File: src/design/qrs_pkg.sv
`timescale 1ns / 1ps
package qrs_pkg;
    localparam int CoefW  = 16;
    localparam int ValW   = 32;
    localparam int CodeW  = 3;
    // Square-root operand: |Dq| < 2^33, shifted left by 30.
    localparam int RadW   = 64;
    localparam int RootW  = 32;
    // Division numerator magnitude stays below 2^41.
    localparam int NumW   = 42;
    localparam int DenW   = 16;
    // The rounded quotient can reach 2^32 with a unit divisor, so it needs
    // 33 bits; one more keeps the saturation compare clear of the top.
    localparam int QuoW   = ValW + 2;

    localparam logic [CodeW-1:0] CASE_INVALID    = 3'd0;
    localparam logic [CodeW-1:0] CASE_IMPOSSIBLE = 3'd1;
    localparam logic [CodeW-1:0] CASE_SINGLE     = 3'd2;
    localparam logic [CodeW-1:0] CASE_REAL       = 3'd3;
    localparam logic [CodeW-1:0] CASE_COMPLEX    = 3'd4;
endpackage

File: src/design/qrs_sqrt_pipe.sv
`timescale 1ns / 1ps
// Pipelined integer square root, one result bit per stage.
// Extra data rides alongside in a side vector.
module qrs_sqrt_pipe #(
    parameter int SideW = 8
) (
    input  logic                       aclk,
    input  logic                       aresetn,
    input  logic                       en,
    input  logic                       in_valid,
    input  logic [qrs_pkg::RadW-1:0]   in_rad,
    input  logic [SideW-1:0]           in_side,
    output logic                       out_valid,
    output logic [qrs_pkg::RootW-1:0]  out_root,
    output logic [SideW-1:0]           out_side
);
    import qrs_pkg::*;
    localparam int N = RootW;

    logic [N:0]            vld_reg;
    logic [RadW-1:0]       rem_reg  [N+1];
    logic [RootW-1:0]      root_reg [N+1];
    logic [SideW-1:0]      side_reg [N+1];

    always_comb begin
        vld_reg[0]  = in_valid;
        rem_reg[0]  = in_rad;
        root_reg[0] = '0;
        side_reg[0] = in_side;
    end

    for (genvar i = 0; i < N; i++) begin : g_stage
        localparam int Sh = 2 * (N - 1 - i);
        logic [RadW-1:0] trial;
        logic [RadW-1:0] cand;
        assign cand  = {{(RadW-RootW-2){1'b0}}, root_reg[i], 2'b01} << Sh;
        assign trial = rem_reg[i] - cand;
        always_ff @(posedge aclk) begin
            if (!aresetn) begin
                vld_reg[i+1] <= 1'b0;
            end else if (en) begin
                vld_reg[i+1] <= vld_reg[i];
            end
            if (en) begin
                side_reg[i+1] <= side_reg[i];
                if (rem_reg[i] >= cand) begin
                    rem_reg[i+1]  <= trial;
                    root_reg[i+1] <= {root_reg[i][RootW-2:0], 1'b1};
                end else begin
                    rem_reg[i+1]  <= rem_reg[i];
                    root_reg[i+1] <= {root_reg[i][RootW-2:0], 1'b0};
                end
            end
        end
    end

    assign out_valid = vld_reg[N];
    assign out_root  = root_reg[N];
    assign out_side  = side_reg[N];
endmodule

File: config.mk
export PLATFORM = sky130hd
export DESIGN_NAME = qrs_sqrt_pipe
export DESIGN_NICKNAME = d
export VERILOG_FILES = /design/src/design/qrs_pkg.sv /design/src/design/qrs_sqrt_pipe.sv
export SDC_FILE = /design/constraint.sdc
export NUM_CORES = 2
export LEC_CHECK = 0
export BUFFER_PORTS_ARGS = -buffer_cell sky130_fd_sc_hd__buf_2
export CORE_ASPECT_RATIO = 0.5
export CORE_MARGIN = 2
export CORE_UTILIZATION = 44
export CTS_BUF_LIST = sky130_fd_sc_hd__clkbuf_8
export DETAILED_ROUTE_END_ITERATION = 8
export HOLD_SLACK_MARGIN = 0.05
export PLACE_DENSITY = 0.55
export SYNTH_ARGS = -nofsm -noshare
export SYNTH_HDL_FRONTEND = slang
export SYNTH_SLANG_ARGS = --single-unit
File: constraint.sdc
create_clock -name aclk -period 6.6 [get_ports aclk]
set_input_delay 0.33 -clock aclk [delete_from_list [all_inputs] [get_ports aclk]]
set_output_delay 0.33 -clock aclk [all_outputs]
set_load 0.01 [all_outputs]
# Yosys cells after proc, flatten, opt, wreduce, memory -nomap -nowiden
# Index checks and enable logic that the tools add are counted.
# word_totals
word_cells	253
reg_bits	2800
output_inout_bits	41
# classes
n_mux	63
addsub	31
order_cmp	32
# ops
operator	n
2-to-1 mux 64 bit	31
greater-or-equal comparator 64 x 33 -> 1 bit	1
greater-or-equal comparator 64 x 34 -> 1 bit	1
greater-or-equal comparator 64 x 35 -> 1 bit	1
greater-or-equal comparator 64 x 36 -> 1 bit	1
greater-or-equal comparator 64 x 37 -> 1 bit	1
greater-or-equal comparator 64 x 38 -> 1 bit	1
greater-or-equal comparator 64 x 39 -> 1 bit	1
greater-or-equal comparator 64 x 40 -> 1 bit	1
greater-or-equal comparator 64 x 41 -> 1 bit	1
greater-or-equal comparator 64 x 42 -> 1 bit	1
greater-or-equal comparator 64 x 43 -> 1 bit	1
greater-or-equal comparator 64 x 44 -> 1 bit	1
greater-or-equal comparator 64 x 45 -> 1 bit	1
greater-or-equal comparator 64 x 46 -> 1 bit	1
greater-or-equal comparator 64 x 47 -> 1 bit	1
greater-or-equal comparator 64 x 48 -> 1 bit	1
greater-or-equal comparator 64 x 49 -> 1 bit	1
greater-or-equal comparator 64 x 50 -> 1 bit	1
greater-or-equal comparator 64 x 51 -> 1 bit	1
greater-or-equal comparator 64 x 52 -> 1 bit	1
greater-or-equal comparator 64 x 53 -> 1 bit	1
greater-or-equal comparator 64 x 54 -> 1 bit	1
greater-or-equal comparator 64 x 55 -> 1 bit	1
other kinds (41)	72

# Logic depth before layout (Yosys ltp)
# logic_depth
depth_word	2
depth_mapped	15

# Worst setup path after synthesis
# No wires, ideal clock.
# synth_timing
kind	register to register
start	register rem_reg[242] (netlist name)
end	register rem_reg[178] (netlist name), data pin
setup_ns	0.279
stages_incl_launch_ff	12
slack_ns	2.787
t_arrival_ns	3.534
cell_sequence	edfxtp_1 > or4_1 > or3_1 > or4_4 > or3_1 > or3_1 > or3_1 > a31oi_4 > nand2b_1 > buf_6 > a2111oi_0 > xor2_1
# synth_via
elab_chain_len	2
# synth_lines
item	line	rtl
from (decl)	qrs_sqrt_pipe.sv:21	logic [RadW-1:0] rem_reg [N+1];
from (signal, indexed assignment)	qrs_sqrt_pipe.sv:47	rem_reg[i+1] <= trial;
from (signal, indexed assignment)	qrs_sqrt_pipe.sv:50	rem_reg[i+1] <= rem_reg[i];
subtractor 64 x 35 -> 64 bit or greater-or-equal comparator 64 x 35 -> 1 bit (tied branches)	qrs_sqrt_pipe.sv:37, qrs_sqrt_pipe.sv:46	
2-to-1 mux 64 bit (*)	qrs_sqrt_pipe.sv:46	if (rem_reg[i] >= cand) begin
# Mark *: on every way between the ends. The rest lies on a longest branch, timed or not.
# A chain may end at the register's enable or synchronous reset.

# Worst setup path after layout
# layout_timing
start	register rem_reg[434] (netlist name)
end	register rem_reg[379] (netlist name), data pin
# layout_via
elab_chain_len	2
# layout_lines
item	line
subtractor 64 x 38 -> 64 bit or greater-or-equal comparator 64 x 38 -> 1 bit (tied branches)	qrs_sqrt_pipe.sv:37, qrs_sqrt_pipe.sv:46
2-to-1 mux 64 bit (*)	qrs_sqrt_pipe.sv:46
# Marked as above.

==> metrics <==
status finished clean; Post-CTS Setup Repair Bufs 0; die area 298000 um^2; Placed Cells roughly 14000; pre-CTS WS about 2.1 ns; final setup slack of the worst path between 2 and 2.5 ns; area of the multi-input gates 41900 um^2; IO Pins between 100 and 150; Tot GR Track Use about 17%; Congestion Overflow GR 0; CTS tree yes; Final period util 67.2%; initial antenna violation count 1; HPWL after detailed placement 188000 um; cells after synthesis 9930; Layout area overhead 11.2%; max reg flops 1984; Clock Latency Late Sink between 1 and 1.5 ns; Final #Nets 11118; storage element area 83800 um^2; CP required between 7 and 8 ns; Pins Over Slew Limit 0; Initial Util between 40% and 50%; final hold viol count 0; Filler cells approximately 26000; post-route insts no fill around 15000; initial DRC count between 4000 and 5000; vias in the first global route slightly below 80000; sequential fraction of the synthesis area 64.9%; Post-synth EDFFs between 2000 and 3000; Worst-Margin Slew 1.28 ns; H-tree depth 5; P per Cell Area about 320 nW/um^2; post_cts resized 0; vias per cell slightly above 5; DR vias approximately 76000; Die H just under 400 um; fraction of registers with async set/reset 0%; crit path time final between 4 and 5 ns; Mapped Nets roughly 11000; Die Wd just under 800 um; Crit Path Class flip-flop to flip-flop; maximum fanout along the worst path between 60 and 70; first-pass GRT wire length 413000 um; clock-pin slew on the worst setup and hold paths roughly 0.070 ns; Max VDD drop 0.000162 V; #FFs+latches synth 2800; worst min-delay path class input port to flip-flop; Wirelength per Cell around 18 um; Max Freq around 0.23 GHz; setup_tns 0 ns; post-synth cell types 86; input/output buffers roughly 120; final setup vio count 0; layout cells sized above 1 7.89%; WP data arrival ~5.2 ns; Placer Congestion ~0.91; Post-Syn Area per Cell about 13 um^2; # DRC 0; FP Rows 140; Warnings, synthesis 0; final wirelength approximately 260000 um; relative slew slack roughly 14%; top_reg_cell synth edfxtp_1; first drt pass iteration count 8; Core ar. about 300000 um^2; CTS Buffer Depth 4; clock root buffer clkbuf_8; unrepaired setup endpoints after global routing false; max cap viols 0; clock sink count between 2000 and 3000; clk_skew between 0.06 and 0.07 ns; pin count of the biggest net entering global routing 186; post-route ant nets 0; highest-count cells in the layout ignoring fill and taps edfxtp_1, inv_1, nand2_1, nor2_1, ha_1; Critical Path Sink Type flip-flop; most common cell after layout, fill and taps aside edfxtp_1; mapped cell area about 130000 um^2; CTS buffer count 409; Startpoint Class flip-flop; leakage 53.9 nW
-- per-layer routing --
metal	share of wire, %	routed length, um	global-route usage, %
met5	0	0	0
met4	5.4	14100	9.01
met2	52	135000	31.9
met1	40	103000	19.0
met3	3.4	8860	2.63
-- cell type report --
cell class | count | share of cell area [%]
Multi-Input combinational cell | 6226 | 29.2
Timing Repair Buffer | 361 | 2.09
Sequential cell | 2800 | 58.4
Antenna cell | 2 | 0.00349
Tap cell | 3905 | 3.41
Clock buffer | 415 | 3.98
Inverter | 686 | 1.80
Clock inverter | 307 | 1.12
-- Yosys cell counts (48+ instances only) --
master | n | area (um^2)
edfxtp_1 | 2768 | 83100
nand2_1 | 693 | 2600
inv_1 | 683 | 2560
nor2_1 | 561 | 2110
ha_1 | 558 | 6980
a21oi_1 | 545 | 2730
o21ai_0 | 520 | 2600
xor2_1 | 445 | 3900
xnor2_1 | 432 | 3780
nor4_1 | 346 | 2160
a21o_1 | 258 | 1940
nor3_1 | 237 | 1190
clkbuf_1 | 191 | 717
nand4_1 | 163 | 1020
nand3_1 | 156 | 781
nand2b_1 | 120 | 751
nor2b_1 | 104 | 651
or3_1 | 100 | 626
o21a_1 | 81 | 608
mux2_2 | 68 | 766
or4_1 | 65 | 488
o21bai_1 | 64 | 480
a31oi_1 | 58 | 363
and3_1 | 50 | 313
nor4b_1 | 49 | 429
o31ai_1 | 48 | 360
-- path summary, 6_finish.rpt --
path | from | endpoint | slack (ns) | cells after the start
worst min-delay path | in_rad[62] | rem_reg[2046]$_DFFE_PP_ | 0.27 | 4
worst max-delay path | rem_reg[434]$_DFFE_PP_ | rem_reg[379]$_DFFE_PP_ | 2.16 | 11
worst max register to register | rem_reg[434]$_DFFE_PP_ | rem_reg[379]$_DFFE_PP_ | 2.16 | 11
worst min register to register | side_reg[215]$_DFFE_PP_ | side_reg[207]$_DFFE_PP_ | 0.38 | 0
-- kinds of logic (layout without fill, tap and decap cells) --
kind of cell | Yosys count | after routing | synth area share [%]
fa+ha+maj | 558 | 558 | 5.41
buf+inv | 904 | 1769 | 2.67
mux | 112 | 112 | 0.935
simple gates | 2826 | 2826 | 11.2
compound gates | 1853 | 1853 | 8.89
flops | 2800 | 2800 | 64.9
xor+xnor | 877 | 877 | 5.95
other cells | 0 | 2 | 0
-- timing repair --
item / 4_1_cts / 5_1_grt
setup endpoints to repair: 0 / 0
hold endpoints to repair: 235 / 0
hold buffers: 150 / 0
-- report_power, final --
| group | leakage, nW | switching, mW | total, mW | internal, mW |
|---|---|---|---|---|
| clock network | 4.28 | 6.73 | 12.9 | 6.18 |
| logic | 22.7 | 5.64 | 9.61 | 3.97 |
| registers | 26.9 | 1.40 | 23.7 | 22.3 |
-- per-stage QoR --
stage	power, mW	instance area, um^2	util [%]	hold slack, ns
final	46.3	143000	49.2	0.273
after floorplan	30.6	129000	-	0.400
after global routing	48.9	143000	49.2	0.215
after global placement	33.5	135000	46.2	0.400
after detailed placement	33.6	135000	46.2	0.405
after CTS	46.8	143000	49.2	0.0886
-- worst max-delay path, stage by stage, from the launching register on --
cell	delay, ns
edfxtp_1	0.50
or4_1	0.61
nor4b_1	0.51
nor4b_1	0.71
and3_1	0.32
nand3_1	0.12
nor2_4	0.10
buf_4	0.48
nor2_1	0.18
o2111ai_1	0.34
nor3_1	0.12
xor2_1	0.17
(Power assumes the default switching activity.)
