**src/design/qrs_pkg.sv**
```systemverilog
`timescale 1ns / 1ps
package qrs_pkg;
    localparam int CoefW  = 16;
    localparam int ValW   = 32;
    localparam int CodeW  = 3;
    // Square-root operand: |Dq| < 2^33, shifted left by 30.
    localparam int RadW   = 64;
    localparam int RootW  = 32;
    // Division numerator magnitude stays below 2^41.
    localparam int NumW   = 42;
    localparam int DenW   = 16;
    // The rounded quotient can reach 2^32 with a unit divisor, so it needs
    // 33 bits; one more keeps the saturation compare clear of the top.
    localparam int QuoW   = ValW + 2;

    localparam logic [CodeW-1:0] CASE_INVALID    = 3'd0;
    localparam logic [CodeW-1:0] CASE_IMPOSSIBLE = 3'd1;
    localparam logic [CodeW-1:0] CASE_SINGLE     = 3'd2;
    localparam logic [CodeW-1:0] CASE_REAL       = 3'd3;
    localparam logic [CodeW-1:0] CASE_COMPLEX    = 3'd4;
endpackage

```
**src/design/qrs_div_pipe.sv**
```systemverilog
`timescale 1ns / 1ps
// Pipelined restoring divider of magnitudes, one quotient bit per stage,
// computing floor((2n + d) / 2d), rounded and saturated to Q16.16.
module qrs_div_pipe (
    input  logic                       aclk,
    input  logic                       en,
    input  logic [qrs_pkg::NumW-1:0]   in_num,
    input  logic [qrs_pkg::DenW-1:0]   in_den,
    input  logic                       in_neg,
    output logic [qrs_pkg::ValW-1:0]   out_val,
    output logic                       out_sat
);
    import qrs_pkg::*;
    localparam int N  = QuoW;
    localparam int RW = NumW + 2;

    logic [RW-1:0]   rem_reg [N+1];
    logic [DenW:0]   den_reg [N+1];
    logic [N-1:0]    quo_reg [N+1];
    logic            neg_reg [N+1];

    always_comb begin
        rem_reg[0] = {in_num, 1'b0} + {{(RW-DenW){1'b0}}, in_den};
        den_reg[0] = {in_den, 1'b0};
        quo_reg[0] = '0;
        neg_reg[0] = in_neg;
    end

    for (genvar i = 0; i < N; i++) begin : g_stage
        localparam int Sh = N - 1 - i;
        logic [RW+N-1:0] dsh;
        assign dsh = {{(RW+N-DenW-1){1'b0}}, den_reg[i]} << Sh;
        always_ff @(posedge aclk) begin
            if (en) begin
                den_reg[i+1] <= den_reg[i];
                neg_reg[i+1] <= neg_reg[i];
                if ({{N{1'b0}}, rem_reg[i]} >= dsh) begin
                    rem_reg[i+1] <= rem_reg[i] - dsh[RW-1:0];
                    quo_reg[i+1] <= quo_reg[i] | (N'(1) << Sh);
                end else begin
                    rem_reg[i+1] <= rem_reg[i];
                    quo_reg[i+1] <= quo_reg[i];
                end
            end
        end
    end

    logic [N-1:0] q;
    assign q = quo_reg[N];
    always_comb begin
        out_sat = 1'b0;
        if (neg_reg[N]) begin
            if (q > N'(64'h8000_0000)) begin
                out_sat = 1'b1;
                out_val = 32'h8000_0000;
            end else begin
                out_val = 32'(-q);
            end
        end else if (q > N'(64'h7FFF_FFFF)) begin
            out_sat = 1'b1;
            out_val = 32'h7FFF_FFFF;
        end else begin
            out_val = q[ValW-1:0];
        end
    end
endmodule

```
**config.mk**
```make
export PLATFORM = sky130hd
export DESIGN_NAME = qrs_div_pipe
export DESIGN_NICKNAME = d
export VERILOG_FILES = /design/src/design/qrs_pkg.sv /design/src/design/qrs_div_pipe.sv
export SDC_FILE = /design/constraint.sdc
export NUM_CORES = 2
export LEC_CHECK = 0
export BUFFER_PORTS_ARGS = -buffer_cell sky130_fd_sc_hd__buf_2
export CAP_MARGIN = 20
export CORE_MARGIN = 3
export CORE_UTILIZATION = 55
export CTS_CLUSTER_SIZE = 16
export DETAILED_ROUTE_END_ITERATION = 12
export PLACE_DENSITY_LB_ADDON = 0.1
export SYNTH_ARGS = -nofsm -noshare
export SYNTH_HDL_FRONTEND = slang
export SYNTH_SLANG_ARGS = --single-unit
```
**constraint.sdc**
```tcl
create_clock -name aclk -period 13.3 [get_ports aclk]
set_input_delay 2.66 -clock aclk [delete_from_list [all_inputs] [get_ports aclk]]
set_output_delay 2.66 -clock aclk [all_outputs]
set_load 0.02 [all_outputs]
```
======== Word-level counts from Yosys, hierarchy flattened ========
Cells that the tools add are included.
cells by class
  multiplexer cells ....................... 40
  magnitude comparators ................... 36
  add/sub/neg operators ................... 35
operators with widths
  kind                            count
  2-to-1 mux 44 bit               33
  subtractor 44 bit               7
  2-to-1 mux 32 bit               3
  >= comparator 44 x 50 -> 1 bit  1
  >= comparator 44 x 49 -> 1 bit  1
  >= comparator 44 x 48 -> 1 bit  1
  >= comparator 44 x 47 -> 1 bit  1
  >= comparator 44 x 46 -> 1 bit  1
  >= comparator 44 x 45 -> 1 bit  1
  adder 43 x 16 -> 44 bit         1
  >= comparator 44 x 17 -> 1 bit  1
  >= comparator 44 x 18 -> 1 bit  1
  >= comparator 44 x 19 -> 1 bit  1
  >= comparator 44 x 20 -> 1 bit  1
  >= comparator 44 x 21 -> 1 bit  1
  >= comparator 44 x 22 -> 1 bit  1
  >= comparator 44 x 23 -> 1 bit  1
  >= comparator 44 x 24 -> 1 bit  1
  >= comparator 44 x 25 -> 1 bit  1
  >= comparator 44 x 26 -> 1 bit  1
  >= comparator 44 x 27 -> 1 bit  1
  >= comparator 44 x 28 -> 1 bit  1
  >= comparator 44 x 29 -> 1 bit  1
  >= comparator 44 x 30 -> 1 bit  1
  45 further kinds                47
word-level totals
  bits in registers ....................... 3170
  output and inout port bits .............. 33
  input port bits ......................... 61
  logic and storage cells ................. 278

======== Depth between registers and ports, before layout ========
  depth after elaboration ................. 3
  depth in mapped cells ................... 23
  depth with buffers taken out ............ 21

======== Worst setup path after synthesis ========
No wires, ideal clock.
  path type ............................... input port to flip-flop
  from .................................... input in_num[0] (netlist bit)
  to ...................................... register rem_reg[1488] (netlist bit) (data pin)
  slack ................................... 6.329 ns
  path buffers ............................ 2
  cell stages on the path ................. 21
  data arrival time ....................... 6.711 ns
  setup time .............................. 0.260 ns
  required time ........................... 13.040 ns
  cells stage by stage .................... ha_1 -> fa_1 -> a211oi_1 -> o21ai_0 -> a41o_1 -> o21a_1 -> clkbuf_1 -> nand3_1 -> nor2_1 -> xnor2_1 -> inv_1 -> ha_1 -> nor4b_1 -> nand4_1 -> nor4_1 -> nand2_1 -> nor4_1 -> nand4_1 -> o21ai_1 -> buf_2 -> mux2_2
on the way
  longest elaborated chain between the ends .. 3
  elaborated cells between the ends (all ways) .. 4
  those cells by class .................... add/sub: 2; order compare: 1; mux: 1
RTL lines
  what                                                                        RTL line                                text
  start: declaration                                                          qrs_div_pipe.sv:7                       input logic [qrs_pkg::NumW-1:0] in_num,
  adder 43 x 16 -> 44 bit (*)                                                 qrs_div_pipe.sv:23                      rem_reg[0] = {in_num, 1'b0} + {{(RW-DenW){1'b0}}, in_den};
  subtractor 44 bit / >= comparator 44 x 50 -> 1 bit (equally long branches)  qrs_div_pipe.sv:38, qrs_div_pipe.sv:37
  2-to-1 mux 44 bit (*)                                                       qrs_div_pipe.sv:37                      if ({{N{1'b0}}, rem_reg[i]} >= dsh) begin
  end signal: indexed assignment                                              qrs_div_pipe.sv:38                      rem_reg[i+1] <= rem_reg[i] - dsh[RW-1:0];
  end signal: indexed assignment                                              qrs_div_pipe.sv:41                      rem_reg[i+1] <= rem_reg[i];
  end: declaration                                                            qrs_div_pipe.sv:17                      logic [RW-1:0] rem_reg [N+1];
Every way passes the cells marked *; elsewhere a longest branch is shown, timed or not.
A chain may end at the register's enable or synchronous reset.

======== Worst setup path after layout ========
  from .................................... register quo_reg (netlist bit q[1])
  to ...................................... output out_val[24] (netlist bit)
on the way
  longest elaborated chain between the ends .. 3
  elaborated cells between the ends (all ways) .. 6
  those cells by class .................... add/sub: 1; order compare: 2; mux: 3
RTL lines
  what                                          RTL line                                text
  start: declaration                            qrs_div_pipe.sv:19                      logic [N-1:0] quo_reg [N+1];
  start signal: indexed assignment              qrs_div_pipe.sv:39                      quo_reg[i+1] <= quo_reg[i] | (N'(1) << Sh);
  start signal: indexed assignment              qrs_div_pipe.sv:42                      quo_reg[i+1] <= quo_reg[i];
  negator 32 bit, or another cell as far along  qrs_div_pipe.sv:57                      out_val = 32'(-q);
  2-to-1 mux 32 bit, on equally long branches   qrs_div_pipe.sv:53, qrs_div_pipe.sv:59
  2-to-1 mux 32 bit (*)                         qrs_div_pipe.sv:52                      if (neg_reg[N]) begin
  end: declaration                              qrs_div_pipe.sv:10                      output logic [qrs_pkg::ValW-1:0] out_val,
Marks and branches as above.

==> flow_summary.ini <==
[outcome]
status = finished, final reports clean

[synthesis]
netlist_area_mm2 = 0.118
synth_cell_type_count = 94
synth_cells = 8846
ys_seq_elements = 2576
seq_area_frac_synth = 0.656
post-synth-top-area-cell = sky130_fd_sc_hd__edfxtp_1
synth_top_area_frac = 0.656
synthesis.nets = 9479
synth_async_sr_flop_share = 0
synth-edff-count = 2576
synthFlopType = sky130_fd_sc_hd__edfxtp_1
postSynthAreaPerCell_um2 = 13.3
synth.top_cells.by_area = sky130_fd_sc_hd__edfxtp_1 66%, sky130_fd_sc_hd__ha_1 5.7%, sky130_fd_sc_hd__xor2_1 2.7%, sky130_fd_sc_hd__xnor2_1 2.7%, sky130_fd_sc_hd__inv_1 2.4%
synthesis.yosys.warnings = 0

[global_routing]
initial_antenna_violation_count = 6
grt_overflow = 0
grt_start_max_net_pins = 208
first_global_vias = 67900
grt.total_usage = 0.219
wire_length_of_the_first_global_routing_pass_um = 379000

[clocking]
cts_hold_repair.buffers = 0
post_cts_buffers = 0
cts.root.buffer_cell = sky130_fd_sc_hd__clkbuf_16
cts_inserted_buffers = 287
clk_latency_ns = 0.92
htree_levels = 5
numClockSinks = 2576
tritoncts = yes
path_clk_slew_ns = 0.06
cts_buffer_depth = 4
cts_resized = 0

[timing]
final_hold_viol_count = 0
final_skew_ns = 0.0575
worst_pin_slew_ns = 1.08
max_freq_mhz = 119
grt_setup_unrepaired = false
final.period_utilization = 0.630
finalSetupViolCount = 0
finalCriticalPeriod_ns = 8.37
timing.setup.tns_ns = 0
relSlewSlack = 0.281
timing_max_transition_violations_final = 0

[power]
p_switching_mw = 7.18
power_leakage_nw = 48.8
power.density_mw_per_mm2 = 189
report.power.total_mw = 24.8
seq_power_share = 0.460
power_report.internal_total_mw = 17.6
share_clk_of_total_power = 0.307
power.combinational.fraction = 0.233
power.ir.vdd_worst_mv = 0.121
swShare = 0.290

[floorplanning]
core_area_mm2 = 0.213
pin_count = 94
fp.dieH_um = 469
design.die.area_mm2 = 0.220
placement_rows = 169
die_w_um = 469
floorplan.initialDensity = 0.555

[setup_path]
worst_reg_to_reg_path_cell_count = 11
critical_path.max_stage_delay_ns = 0.74
endpoint_arrival_time_on_the_critical_path_ns = 5.71
worst-path-max-fanout = 30
worst_ep_required_time_ns = 10.64
worst_setup_path_start_kind = flip-flop
timing.critical_path.to_type = output pin
crit_top_cell = sky130_fd_sc_hd__nand2_1
cp_slowest_cell = sky130_fd_sc_hd__o311ai_0
path_cells = inv_1 -> ha_1 -> or3b_2 -> nor4_1 -> nand4b_1 -> nor2_1 -> nand2_1 -> o21ai_0 -> nand2_1 -> inv_2 -> nand2_1 -> o311ai_0 -> buf_2
timing.setup.critical_path_class = flip-flop to output pin

[finish]
post_layout_nonfiller_instances = 12200
postLayoutCellArea_mm2 = 0.131
layout-drive-gt1-share = 0.0817
syn2layout_area_growth_pct = 11.2
final_net_count = 9786
largest_register_ffs = 1452

[placed_design]
input_output_buffers = 93
routabilityCongestion = 0.887
place_area_mm2 = 0.122
dpl.cell_count = 11700
dp_hpwl_um = 176000

[run]
cap_viol_max_count = 0

[drt]
viasPerCell = 5.68
drc = 0
via_count = 69200
detail-route-antenna-nets = 0
drt_first_iter_violations = 5124
wl_per_cell_um = 19.9
routed_wire_length_um = 243000
drt-pass1-iter-count = 7

[min_path]
whs_path_depth = 0
hold_path.class = flip-flop to flip-flop
## worst paths after layout
| path | startpoint | endpoint | slack, ns |
|---|---|---|---|
| worst min register to register | quo_reg[847] | quo_reg[813] | 0.37 |
| worst max register to register | rem_reg[114] | rem_reg[71] | 8.56 |
| worst min-delay path | quo_reg[847] | quo_reg[813] | 0.37 |
| worst max-delay path | q[1] | out_val[24] | 4.93 |
## critical path, delay by kind of cell, from the launching register on
family,cells,cell delay [ns]
AND/OR/NAND/NOR,7,2.63
flip-flops,1,0.42
AO/OA/AOI/OAI,2,0.88
buffers and inverters,3,0.68
adder cells (fa/ha/maj),1,0.17
## logic make-up after synthesis
family,Yosys count,synth area share
AOI/OAI and AO/OA,1577,0.0832
DFF,2576,0.656
muxes,138,0.0130
and+or+nand+nor,2387,0.104
buffers and inverters,875,0.0280
adders and majority gates,572,0.0628
xor gates and xnor gates,721,0.0535
## power groups by stage
| stage | clock network, mW | registers [mW] | logic (mW) |
|---|---|---|---|
| after floorplan | 0 | 11.1 | 4.33 |
| after global placement | 0 | 11.5 | 5.61 |
| after detailed placement | 0 | 11.6 | 5.71 |
| after CTS | 7.81 | 11.4 | 5.76 |
| after global routing | 8.15 | 11.5 | 6.46 |
| final | 7.60 | 11.4 | 5.76 |
## stage by stage
stage	setup slack (ns)	hold WS (ns)	utilization
4_1_cts	4.85	0.372	0.616
3_5_place_dp	4.99	0.405	0.574
2_1_floorplan	6.33	0.400	-
6_report	4.93	0.372	0.617
3_3_place_gp	4.64	0.400	0.574
5_1_grt	4.42	0.367	0.617
## synthesized netlist by cell type, drive strengths merged (51+ instances only)
master     n
nand3    110
nor4     225
a21o     159
mux2     119
nor2b    102
a21oi    455
nor2     504
nand2    580
xnor2    359
edfxtp  2576
or3      106
a21boi    51
ha       538
o21a      62
clkbuf   111
or4       75
o31ai     66
nand2b   133
nand4     85
nor3     230
inv      742
o21ai    456
xor2     362
## cell type report
cell class,count,area (um^2)
antenna,4,10.0
clock buffer,341,7620
clock inverter,151,1400
fill,16400,81600
inverter,743,2790
multi-input combinational,5395,37400
sequential,2576,77400
tap,2821,3530
timing repair buffer,150,1040
## layout by cell type, fill, tap and decap left out, types with 24 or more instances in the layout
cell type / Yosys / final
sky130_fd_sc_hd__a211oi_1: 34 / 34
sky130_fd_sc_hd__a21boi_0: 50 / 49
sky130_fd_sc_hd__a21o_1: 159 / 159
sky130_fd_sc_hd__a21oi_1: 455 / 455
sky130_fd_sc_hd__a31oi_1: 35 / 35
sky130_fd_sc_hd__and3_1: 47 / 47
sky130_fd_sc_hd__buf_2: 12 / 93
sky130_fd_sc_hd__buf_4: 0 / 44
sky130_fd_sc_hd__bufinv_16: 0 / 26
sky130_fd_sc_hd__clkbuf_1: 111 / 43
sky130_fd_sc_hd__clkbuf_16: 0 / 298
sky130_fd_sc_hd__clkinv_1: 1 / 55
sky130_fd_sc_hd__clkinv_2: 0 / 55
sky130_fd_sc_hd__edfxtp_1: 2576 / 2576
sky130_fd_sc_hd__fa_1: 34 / 34
sky130_fd_sc_hd__ha_1: 538 / 538
sky130_fd_sc_hd__inv_1: 739 / 739
sky130_fd_sc_hd__mux2_2: 119 / 119
sky130_fd_sc_hd__nand2_1: 579 / 579
sky130_fd_sc_hd__nand2b_1: 133 / 132
sky130_fd_sc_hd__nand3_1: 109 / 109
sky130_fd_sc_hd__nand4_1: 85 / 85
sky130_fd_sc_hd__nand4b_1: 24 / 24
sky130_fd_sc_hd__nor2_1: 503 / 502
sky130_fd_sc_hd__nor2b_1: 102 / 102
sky130_fd_sc_hd__nor3_1: 228 / 225
sky130_fd_sc_hd__nor4_1: 220 / 220
sky130_fd_sc_hd__nor4b_1: 29 / 28
sky130_fd_sc_hd__o21a_1: 62 / 62
sky130_fd_sc_hd__o21ai_0: 451 / 449
sky130_fd_sc_hd__o21bai_1: 44 / 44
sky130_fd_sc_hd__o311ai_0: 32 / 32
sky130_fd_sc_hd__o31ai_1: 65 / 63
sky130_fd_sc_hd__or2_2: 37 / 37
sky130_fd_sc_hd__or3_1: 106 / 106
sky130_fd_sc_hd__or4_1: 71 / 71
sky130_fd_sc_hd__xnor2_1: 359 / 359
sky130_fd_sc_hd__xor2_1: 362 / 362
## routing by layer
| metal | wire length, um | track usage |
|---|---|---|
| met4 | 5370 | 0.0586 |
| met5 | 20 | 0 |
| met3 | 11000 | 0.0325 |
| met2 | 118000 | 0.367 |
| met1 | 109000 | 0.302 |
Note: power is estimated with default switching activity, not from simulation.
